`config.mk`:
```
export PLATFORM = sky130hd
export DESIGN_NAME = bpa_ctrl
export DESIGN_NICKNAME = d
export VERILOG_FILES = /design/src/bpa_pkg.sv /design/src/bpa_ctrl.sv
export SDC_FILE = /design/constraint.sdc
export NUM_CORES = 1
export LEC_CHECK = 0
export BUFFER_PORTS_ARGS = -buffer_cell sky130_fd_sc_hd__buf_2
export CAP_MARGIN = 20
export CORE_MARGIN = 2
export CORE_UTILIZATION = 50
export CTS_CLUSTER_DIAMETER = 80
export CTS_CLUSTER_SIZE = 8
export DETAILED_ROUTE_END_ITERATION = 6
export PLACE_DENSITY = 0.74
export SETUP_SLACK_MARGIN = 0.05
export SLEW_MARGIN = 20
export SYNTH_ARGS = -nofsm -noshare
export SYNTH_HDL_FRONTEND = slang
export SYNTH_SLANG_ARGS = --single-unit
```
`constraint.sdc`:
```
create_clock -name i_clk -period 5.8 [get_ports i_clk]
set_clock_uncertainty 0.2 [all_clocks]
set_input_delay 0.29 -clock i_clk [delete_from_list [all_inputs] [get_ports i_clk]]
set_output_delay 0.29 -clock i_clk [all_outputs]
set_load 0.02 [all_outputs]
```
`src/bpa_pkg.sv`:
```
`default_nettype none
// ----------------------------------------------------------------------------
// bpa_pkg
// Types and constants shared by the buddy page allocator modules.
// ----------------------------------------------------------------------------
package bpa_pkg;

    localparam int COUNT_W = 13;
    localparam int BLK_W   = 12;
    localparam int ORDER_W = 4;
    localparam int ORD_W   = 5;    // internal order width, covers up to order 31

    localparam logic [ORDER_W-1:0] TOP_RESET = 4'd12;

    localparam logic KIND_ALLOC = 1'b0;
    localparam logic KIND_FREE  = 1'b1;

    typedef enum logic [1:0] {
        LOP_TEST,
        LOP_PUSH,
        LOP_PULL
    } t_lop;

    typedef struct packed {
        logic             valid;
        t_lop             op;
        logic [ORD_W-1:0] ord;
    } t_lcmd;

    typedef struct packed {
        logic done;
        logic free;
    } t_lrsp;

    typedef enum logic [1:0] {
        L_CLEAR,
        L_IDLE,
        L_RD,
        L_LINK
    } t_lst;

    typedef enum logic [3:0] {
        C_IDLE,
        C_SEARCH,
        C_SPL_CHK,
        C_SPL_PULL,
        C_SPL_HI,
        C_SPL_LO,
        C_TAKE,
        C_FTEST,
        C_FPUSH,
        C_MCHK,
        C_MTEST,
        C_MPULL_BUD,
        C_MPULL_OWN,
        C_MPUSH,
        C_DONE
    } t_cst;

    // order of a page count: ceil(log2(n)), 0 for n of 0 or 1
    function automatic logic [ORDER_W-1:0] order_of(input logic [COUNT_W-1:0] n);
        logic [COUNT_W-1:0] m;
        logic [ORDER_W-1:0] o;
        m = n - COUNT_W'(1);
        o = '0;
        if (n > COUNT_W'(1)) begin
            for (int i = 0; i < COUNT_W; i++) begin
                if (m[i]) o = ORDER_W'(i + 1);
            end
        end
        return o;
    endfunction

endpackage
`default_nettype wire

```
`src/bpa_ctrl.sv`:
```
`default_nettype none
// ----------------------------------------------------------------------------
// bpa_ctrl
// Request sequencer: free list search, split, free and buddy merge, issuing
// one list command at a time.
// ----------------------------------------------------------------------------
module bpa_ctrl import bpa_pkg::*; #(
    parameter int N = 12
) (
    input  wire logic               i_clk,
    input  wire logic               i_rst_n,
    input  wire logic               i_start,
    output logic                    o_idle,
    input  wire logic               i_kind,
    input  wire logic [COUNT_W-1:0] i_page_count,
    input  wire logic [BLK_W-1:0]   i_block_index,
    input  wire logic [ORDER_W-1:0] i_top,
    output t_lcmd                   o_cmd,
    output logic [N-1:0]            o_blk,
    input  wire t_lrsp              i_rsp,
    output logic [ORD_W-1:0]        o_head_ord,
    input  wire logic               i_head_vld,
    input  wire logic [N-1:0]       i_head_blk,
    output logic                    o_valid,
    output logic                    o_ok,
    output logic [BLK_W-1:0]        o_result_block,
    output logic [ORDER_W-1:0]      o_result_order
);

    t_cst               r_state, n_state;
    logic               r_pend, n_pend;
    logic [ORDER_W-1:0] r_want, n_want;
    logic [ORD_W-1:0]   r_top, n_top;
    logic [ORD_W-1:0]   r_o, n_o;
    logic [N-1:0]       r_b, n_b;
    logic               r_ok, n_ok;
    logic [N-1:0]       r_res, n_res;

    logic [ORDER_W-1:0] want_in;
    logic [ORD_W-1:0]   top_in, want_w, r_want_w;
    logic [N-1:0]       blk_in, aligned, bit_o;

    assign want_in  = order_of(i_page_count);
    assign want_w   = ORD_W'(want_in);
    assign r_want_w = ORD_W'(r_want);
    assign top_in   = (ORD_W'(i_top) > ORD_W'(N)) ? ORD_W'(N) : ORD_W'(i_top);
    assign blk_in   = N'(i_block_index);
    assign aligned  = blk_in & ~((N'(1) << want_in) - N'(1));
    assign bit_o    = N'(1) << r_o;

    assign o_idle         = (r_state == C_IDLE);
    assign o_valid        = (r_state == C_DONE);
    assign o_ok           = r_ok;
    assign o_result_block = BLK_W'(r_res);
    assign o_result_order = r_want;
    assign o_head_ord     = r_o;

    always_ff @(posedge i_clk) begin
        if (!i_rst_n) begin
            r_state <= C_IDLE;
            r_pend  <= 1'b0;
        end else begin
            r_state <= n_state;
            r_pend  <= n_pend;
        end
    end

    always_ff @(posedge i_clk) begin
        r_want <= n_want;
        r_top  <= n_top;
        r_o    <= n_o;
        r_b    <= n_b;
        r_ok   <= n_ok;
        r_res  <= n_res;
    end

    always_comb begin
        n_state   = r_state;
        n_pend    = r_pend;
        n_want    = r_want;
        n_top     = r_top;
        n_o       = r_o;
        n_b       = r_b;
        n_ok      = r_ok;
        n_res     = r_res;
        o_cmd     = '0;
        o_cmd.ord = r_o;
        o_blk     = r_b;
        unique case (r_state)
            C_IDLE: begin
                if (i_start) begin
                    n_want = want_in;
                    n_top  = top_in;
                    n_ok   = 1'b0;
                    n_o    = want_w;
                    if (i_kind == KIND_ALLOC) begin
                        n_res   = '0;
                        n_state = (want_w > top_in) ? C_DONE : C_SEARCH;
                    end else if (want_w > top_in) begin
                        n_res   = blk_in;
                        n_state = C_DONE;
                    end else begin
                        n_res   = aligned;
                        n_b     = aligned;
                        n_state = C_FTEST;
                    end
                end
            end
            C_SEARCH: begin
                if (i_head_vld) n_state = C_SPL_CHK;
                else if (r_o == r_top) n_state = C_DONE;
                else n_o = r_o + ORD_W'(1);
            end
            C_SPL_CHK: n_state = (r_o > r_want_w) ? C_SPL_PULL : C_TAKE;
            C_SPL_PULL, C_TAKE, C_FTEST, C_FPUSH, C_MTEST,
            C_MPULL_BUD, C_MPULL_OWN, C_MPUSH, C_SPL_HI, C_SPL_LO: begin
                o_cmd.valid = !r_pend;
                case (r_state)
                    C_SPL_PULL, C_TAKE: begin
                        o_cmd.op = LOP_PULL;
                        o_blk    = i_head_blk;
                    end
                    C_SPL_HI: begin
                        o_cmd.op  = LOP_PUSH;
                        o_cmd.ord = r_o - ORD_W'(1);
                        o_blk     = r_b + (N'(1) << (r_o - ORD_W'(1)));
                    end
                    C_SPL_LO: begin
                        o_cmd.op  = LOP_PUSH;
                        o_cmd.ord = r_o - ORD_W'(1);
                    end
                    C_FTEST: begin
                        o_cmd.op  = LOP_TEST;
                        o_cmd.ord = r_want_w;
                    end
                    C_FPUSH: begin
                        o_cmd.op  = LOP_PUSH;
                        o_cmd.ord = r_want_w;
                    end
                    C_MTEST: begin
                        o_cmd.op = LOP_TEST;
                        o_blk    = r_b ^ bit_o;
                    end
                    C_MPULL_BUD: begin
                        o_cmd.op = LOP_PULL;
                        o_blk    = r_b ^ bit_o;
                    end
                    C_MPULL_OWN: o_cmd.op = LOP_PULL;
                    default: begin
                        o_cmd.op  = LOP_PUSH;
                        o_cmd.ord = r_o + ORD_W'(1);
                        o_blk     = r_b & ~bit_o;
                    end
                endcase
                if (!r_pend) begin
                    n_pend = 1'b1;
                    if (r_state == C_SPL_PULL) n_b = i_head_blk;
                    if (r_state == C_TAKE) n_res = i_head_blk;
                end else if (i_rsp.done) begin
                    n_pend = 1'b0;
                    case (r_state)
                        C_SPL_PULL:  n_state = C_SPL_HI;
                        C_SPL_HI:    n_state = C_SPL_LO;
                        C_SPL_LO: begin
                            n_o     = r_o - ORD_W'(1);
                            n_state = C_SPL_CHK;
                        end
                        C_TAKE: begin
                            n_ok    = 1'b1;
                            n_state = C_DONE;
                        end
                        C_FTEST:     n_state = i_rsp.free ? C_DONE : C_FPUSH;
                        C_FPUSH: begin
                            n_ok    = 1'b1;
                            n_o     = r_want_w;
                            n_state = C_MCHK;
                        end
                        C_MTEST:     n_state = i_rsp.free ? C_MPULL_BUD : C_DONE;
                        C_MPULL_BUD: n_state = C_MPULL_OWN;
                        C_MPULL_OWN: n_state = C_MPUSH;
                        default: begin
                            n_b     = r_b & ~bit_o;
                            n_o     = r_o + ORD_W'(1);
                            n_state = C_MCHK;
                        end
                    endcase
                end
            end
            C_MCHK: n_state = (r_o < r_top) ? C_MTEST : C_DONE;
            C_DONE: n_state = C_IDLE;
            default: n_state = C_IDLE;
        endcase
    end

endmodule
`default_nettype wire

```
* After elaboration in Yosys (flattened, before gate mapping) *
Cells that the tools add are included.
Widths: inputs -> output; s select.

word-level totals
  bits in registers = 44
  output and inout bits = 44

operators by class
  $add $sub $neg = 5
  magnitude comparators = 5
  equal/unequal tests = 30
  shifts and indexed selects = 3
  multiplexer cells = 62
  bitwise logic cells = 5
  reduce and logical (&&, ||, !) cells = 22

operator list
  operator               number
  $mux 12                13
  $mux 4                 22
  $pmux 12 s2            2
  $pmux 12 s4            1
  $pmux 5 s3             3
  $pmux 4 s8             1
  $eq 4x4->1 const B     7
  $mux 5                 5
  $and 12x12->12         2
  $not 12->12            2
  $shl 1x5->12 const A   2
  $ne 2x2->1 const B     10
  $pmux 4 s5             1
  $eq 4x3->1 const B     4
  $reduce_and 7->1       2
  $gt 13x1->1 const B    1
  $sub 13x1->13 const B  1
  $add 12x12->12         1
  $mux 3                 4
  $ne 3x3->1 const B     4
  $reduce_or 2->1        6
  $shl 1x4->12 const A   1
  $sub 12x1->12 const B  1
  $xor 12x12->12         1
  26 further kinds       35

* Logic depth before layout (Yosys ltp) *
  depth after elaboration = 23
  gate-level depth with buffers = 19

* Worst setup path after synthesis *
OpenSTA, ideal clock, no wires.

  path type = in2reg
  start = in i_page_count[0]
  end = reg r_b[0], enable pin
  setup time = 0.385 ns
  data arrival time = 3.689 ns
  required time = 5.215 ns
  slack = 1.526 ns
  stages = 16
  buffers on the path = 2
  path through = buf_4 inv_1 ha_1 o21bai_1 a311o_1 o21a_1 a31o_2 a21oi_2 buf_4 ha_1 nor2b_1 o21a_1 o21a_1 o21ai_0 nand3_1 a21oi_1

between the ends
  elaborated cells between the ends (all ways) = 19

RTL lines
  element                                line            RTL
  start, declared                        bpa_ctrl.sv:15  input wire logic [COUNT_W-1:0] i_page_count,
  $sub 13x1->13                          bpa_pkg.sv:64   m = n - COUNT_W'(1);
  $mux 4 (12 in a row)                   bpa_pkg.sv:68   if (m[i]) o = ORDER_W'(i + 1);
  $mux 4 (*)                             bpa_pkg.sv:66   if (n > COUNT_W'(1)) begin
  named net want_in[1]                   bpa_ctrl.sv:39  logic [ORDER_W-1:0] want_in;
  $gt 4x4->1 (*)                         bpa_ctrl.sv:99  end else if (want_w > top_in) begin
  $ne 2x2->1 (no source line) (*)        n/a
  $reduce_and 7->1 (no source line) (*)  n/a
  end signal, assigned                   bpa_ctrl.sv:72  r_b <= n_b;
  end, declared                          bpa_ctrl.sv:35  logic [N-1:0] r_b, n_b;

The timed path passes the listed nets; every way through them passes the cells marked *.
A chain may end at the register's enable or synchronous reset.

* Worst setup path in the final report *
  start = reg r_o[0] (netlist: o_head_ord[0])
  end = out o_blk[10]

between the ends
  longest elaborated chain between the ends = 5
  elaborated cells between the ends (all ways) = 9

RTL lines
  element                                                  line                              RTL
  start, declared                                          bpa_ctrl.sv:34                    logic [ORD_W-1:0] r_o, n_o;
  start signal, assigned                                   bpa_ctrl.sv:71                    r_o <= n_o;
  $sub 5x1->5 / $shl 1x5->12 (equally long branches)       bpa_ctrl.sv:126, bpa_ctrl.sv:49
  $shl 1x5->12 / $not 12->12 (equally long branches)       bpa_ctrl.sv:126, bpa_ctrl.sv:152
  $add 12x12->12 / $and 12x12->12 (equally long branches)  bpa_ctrl.sv:126, bpa_ctrl.sv:152
  $pmux 12 s4 (*)                                          bpa_ctrl.sv:118                   case (r_state)
  $mux 12 (*)                                              bpa_ctrl.sv:89                    unique case (r_state)
  end, declared                                            bpa_ctrl.sv:19                    output logic [N-1:0] o_blk,

Mark *: on every way between the ends. The rest lies on a longest branch, timed or not.

==> metrics.txt <==
gr ovfl total=0; Final WS setup=0.766 ns; #FFs+latches synth=43; CTS tree=yes; most common cell after layout, fill and taps aside=buf_2; worst min path class=in -> reg; Setup violations, final=0; pwr/cell area=575 nW/µm²; Cells after Synth=695; first-pass GRT wire length=27,300 µm; Slew Viols, Final=0; starting density of the core=0.518; # DRC=1; Most used DFF post-synth=edfxtp_1; Lkg Pwr=2.52 nW; Net Sw Power=1.94 mW; Clock Power Share=0.057; initial antenna violation count=0; routability-driven placement congestion ratio=0.929; RSZ-0062 raised after global routing=no; via count=5,847; Layout Cells excl Fill=897; TritonCTS Buffers=5; Worst Path Arrival=approximately 4.5 ns; Post-synth EDFFs=38; Buf+Inv Stages, Crit Path=2; Final Hold Fails=0; Max FO, Critical Path=11; Period minus WS final=between 5 and 6 ns; Flop pwr share=0.219; final layout net count=856; drt first pass iters=7; height of the die=108 µm; share of flip-flops with an asynchronous set or reset=0; vias in the first global route=~5,300; clock latency on the worst-skew pair=0.30 ns; total power=3.45 mW; post-synthesis sequential area ratio=0.230; Post-Syn Area=5400 µm²; n_diodes=0; Root Buffer=clkbuf_8; Fmax=199 MHz; share of layout cells above drive strength 1=0.166; Slew @ Worst Pin=about 1 ns; slowest cell delay on critical path=0.55 ns; failing checks=DRC; synth warn=0; Core Footprint=10,400 µm²; critical path class=reg -> out; Num Clock Sinks=43; Place WS=1.10 ns; CP Cell Sequence=inv_1 -> ha_1 -> xor2_1 -> nor2_1 -> and3_1 -> ha_1 -> fa_1 -> a21o_1 -> a21oi_1 -> nor2_1 -> o21a_1 -> o41ai_1 -> o21a_1 -> xnor2_1 -> a221o_1 -> buf_2; DR WL/cell=19.5 µm; Area growth syn-to-layout=11.1%; Ports=92; Cell Int Power=1.51 mW; die area=11,600 µm²; sw frac=0.562; clock slew at reported path FFs=0.09 ns; Row Count=37; Post-DRT Antenna Nets=0; vias per cell=roughly 6.5; Mapped Nets=791; DPL Wire Length=~13,000 µm; Critical Path Slowest Stage Cell=edfxtp_1; PortBufs=91; Crit. End Element=output port; post-synth cell types=82; status=complete, but fails checks; number of H-tree levels=2; Max-Slew Margin vs Limit=0.331; Avg Inst Size Synth=7.76 µm²; Placed Cells=887; CP top delay family=compound AO/OA/AOI/OAI gates; CP required=about 5.3 ns; Die X=108 µm; Max Cap Viol=0; DRT Wirelength=17,500 µm; Max VDD drop=about 0.29 mV; DRT iter0 DRCs=653; Gate power share=0.725; final period utilization=0.868; Critical Path Source Type=register; Fin Setup TNS=0 ns; Max clock buf depth=2; largest net degree at the start of global routing=39; most frequent cells in the layout=91 x buf_2, 87 x nand2_1, 58 x nor2_1, 51 x o21ai_0, 47 x ha_1; GRT Total Usage=0.297
layout make-up:
| type | instances | area (µm²) |
|---|---|---|
| Sequential cell | 43 | 1240 |
| Multi-Input combinational cell | 581 | 3860 |
| Inverter | 28 | 105 |
| Fill cell | 1014 | 4420 |
| Timing Repair Buffer | 101 | 536 |
| Clock inverter | 1 | 7.51 |
| Tap cell | 136 | 170 |
| Clock buffer | 7 | 76.3 |
worst reg2reg max path, cell delays in order (launching register included):
cell and delay (ns):
dfxtp_1 0.31, buf_4 0.29, clkinv_1 0.32, nor2_1 0.35, o21bai_1 0.18, nand2_1 0.55
o22ai_1 0.35, a2111oi_0 0.55, buf_4 0.24
power groups by stage:
stage | Sequential [mW] | Combinational, mW | Clock [mW]
floorplan | 0.713 | 1.73 | 0
global placement | 0.753 | 2.39 | 0
detailed placement | 0.754 | 2.43 | 0
CTS | 0.747 | 2.45 | 0.198
global route | 0.771 | 2.71 | 0.210
finish | 0.753 | 2.50 | 0.195
synth_stat cells (4+ instances only):
master | count | area (µm²)
buf_4 | 4 | 30.0
nand2b_1 | 11 | 68.8
nor3b_1 | 4 | 30.0
a21oi_1 | 44 | 220
mux2i_1 | 14 | 140
a21o_1 | 4 | 30.0
nor2_1 | 58 | 218
o21bai_1 | 4 | 30.0
nand2_1 | 87 | 327
nor3_1 | 16 | 80.1
o31ai_1 | 4 | 30.0
xor2_1 | 10 | 87.6
dfxtp_1 | 5 | 100
o21a_1 | 7 | 52.6
clkbuf_1 | 28 | 105
and3_1 | 16 | 100
o21ai_0 | 51 | 255
and2_1 | 11 | 68.8
nor2b_1 | 9 | 56.3
nand4_1 | 6 | 37.5
a22oi_1 | 9 | 67.6
o22ai_1 | 15 | 93.8
a31oi_1 | 9 | 56.3
inv_1 | 26 | 97.6
nand3_1 | 31 | 155
o211ai_1 | 4 | 30.0
ha_1 | 47 | 588
xnor2_1 | 11 | 96.3
a32oi_1 | 5 | 43.8
buf_1 | 6 | 22.5
a221oi_1 | 10 | 87.6
o2111ai_1 | 5 | 43.8
a22o_1 | 6 | 52.6
edfxtp_1 | 38 | 1140
worst paths after layout:
kind,startpoint,end,slack [ns],depth (start not counted)
setup / recovery,o_head_ord[0],o_blk[10],0.77,16
hold / removal,i_head_vld,r_state[3],0.04,2
setup reg to reg,r_state[0],o_head_ord[3],2.18,8
hold reg to reg,r_state[0],r_state[0],0.52,3
state kept, by name, indices dropped and copies added (netlist names):
register,cells
o_head_ord,5
o_ok,1
o_result_block,12
o_result_order,4
r_b,12
r_pend,1
r_state,4
r_top,4
logic make-up after synthesis:
logic type / Yosys count / share of synthesized area
flops: 43 / 0.230
compound gates: 226 / 0.291
xor+xnor: 21 / 0.0341
fa+ha+maj: 48 / 0.113
buf+inv: 71 / 0.0556
mux: 14 / 0.0260
simple gates: 272 / 0.251
stage by stage:
| step | instance area [µm²] | hold slack, ns | util |
|---|---|---|---|
| floorplan | 5400 | 0.196 | - |
| global placement | 5890 | 0.309 | 0.566 |
| detailed placement | 5890 | 0.308 | 0.566 |
| CTS | 6000 | 0.0120 | 0.576 |
| global route | 6000 | 0.0225 | 0.576 |
| finish | 6000 | 0.0365 | 0.576 |
timing repair:
item	4_1_cts	5_1_grt
endpoints found under the hold margin	2	0
gates resized for setup	0	0
setup buffers	0	0
hold buffers	2	0
metal layers:
layer | wire [µm] | GRT usage
met1 | 7270 | 0.413
met2 | 8310 | 0.486
met3 | 1600 | 0.0436
met4 | 290 | 0.0668
met5 | 0 | 0
(Power assumes the default switching activity.)
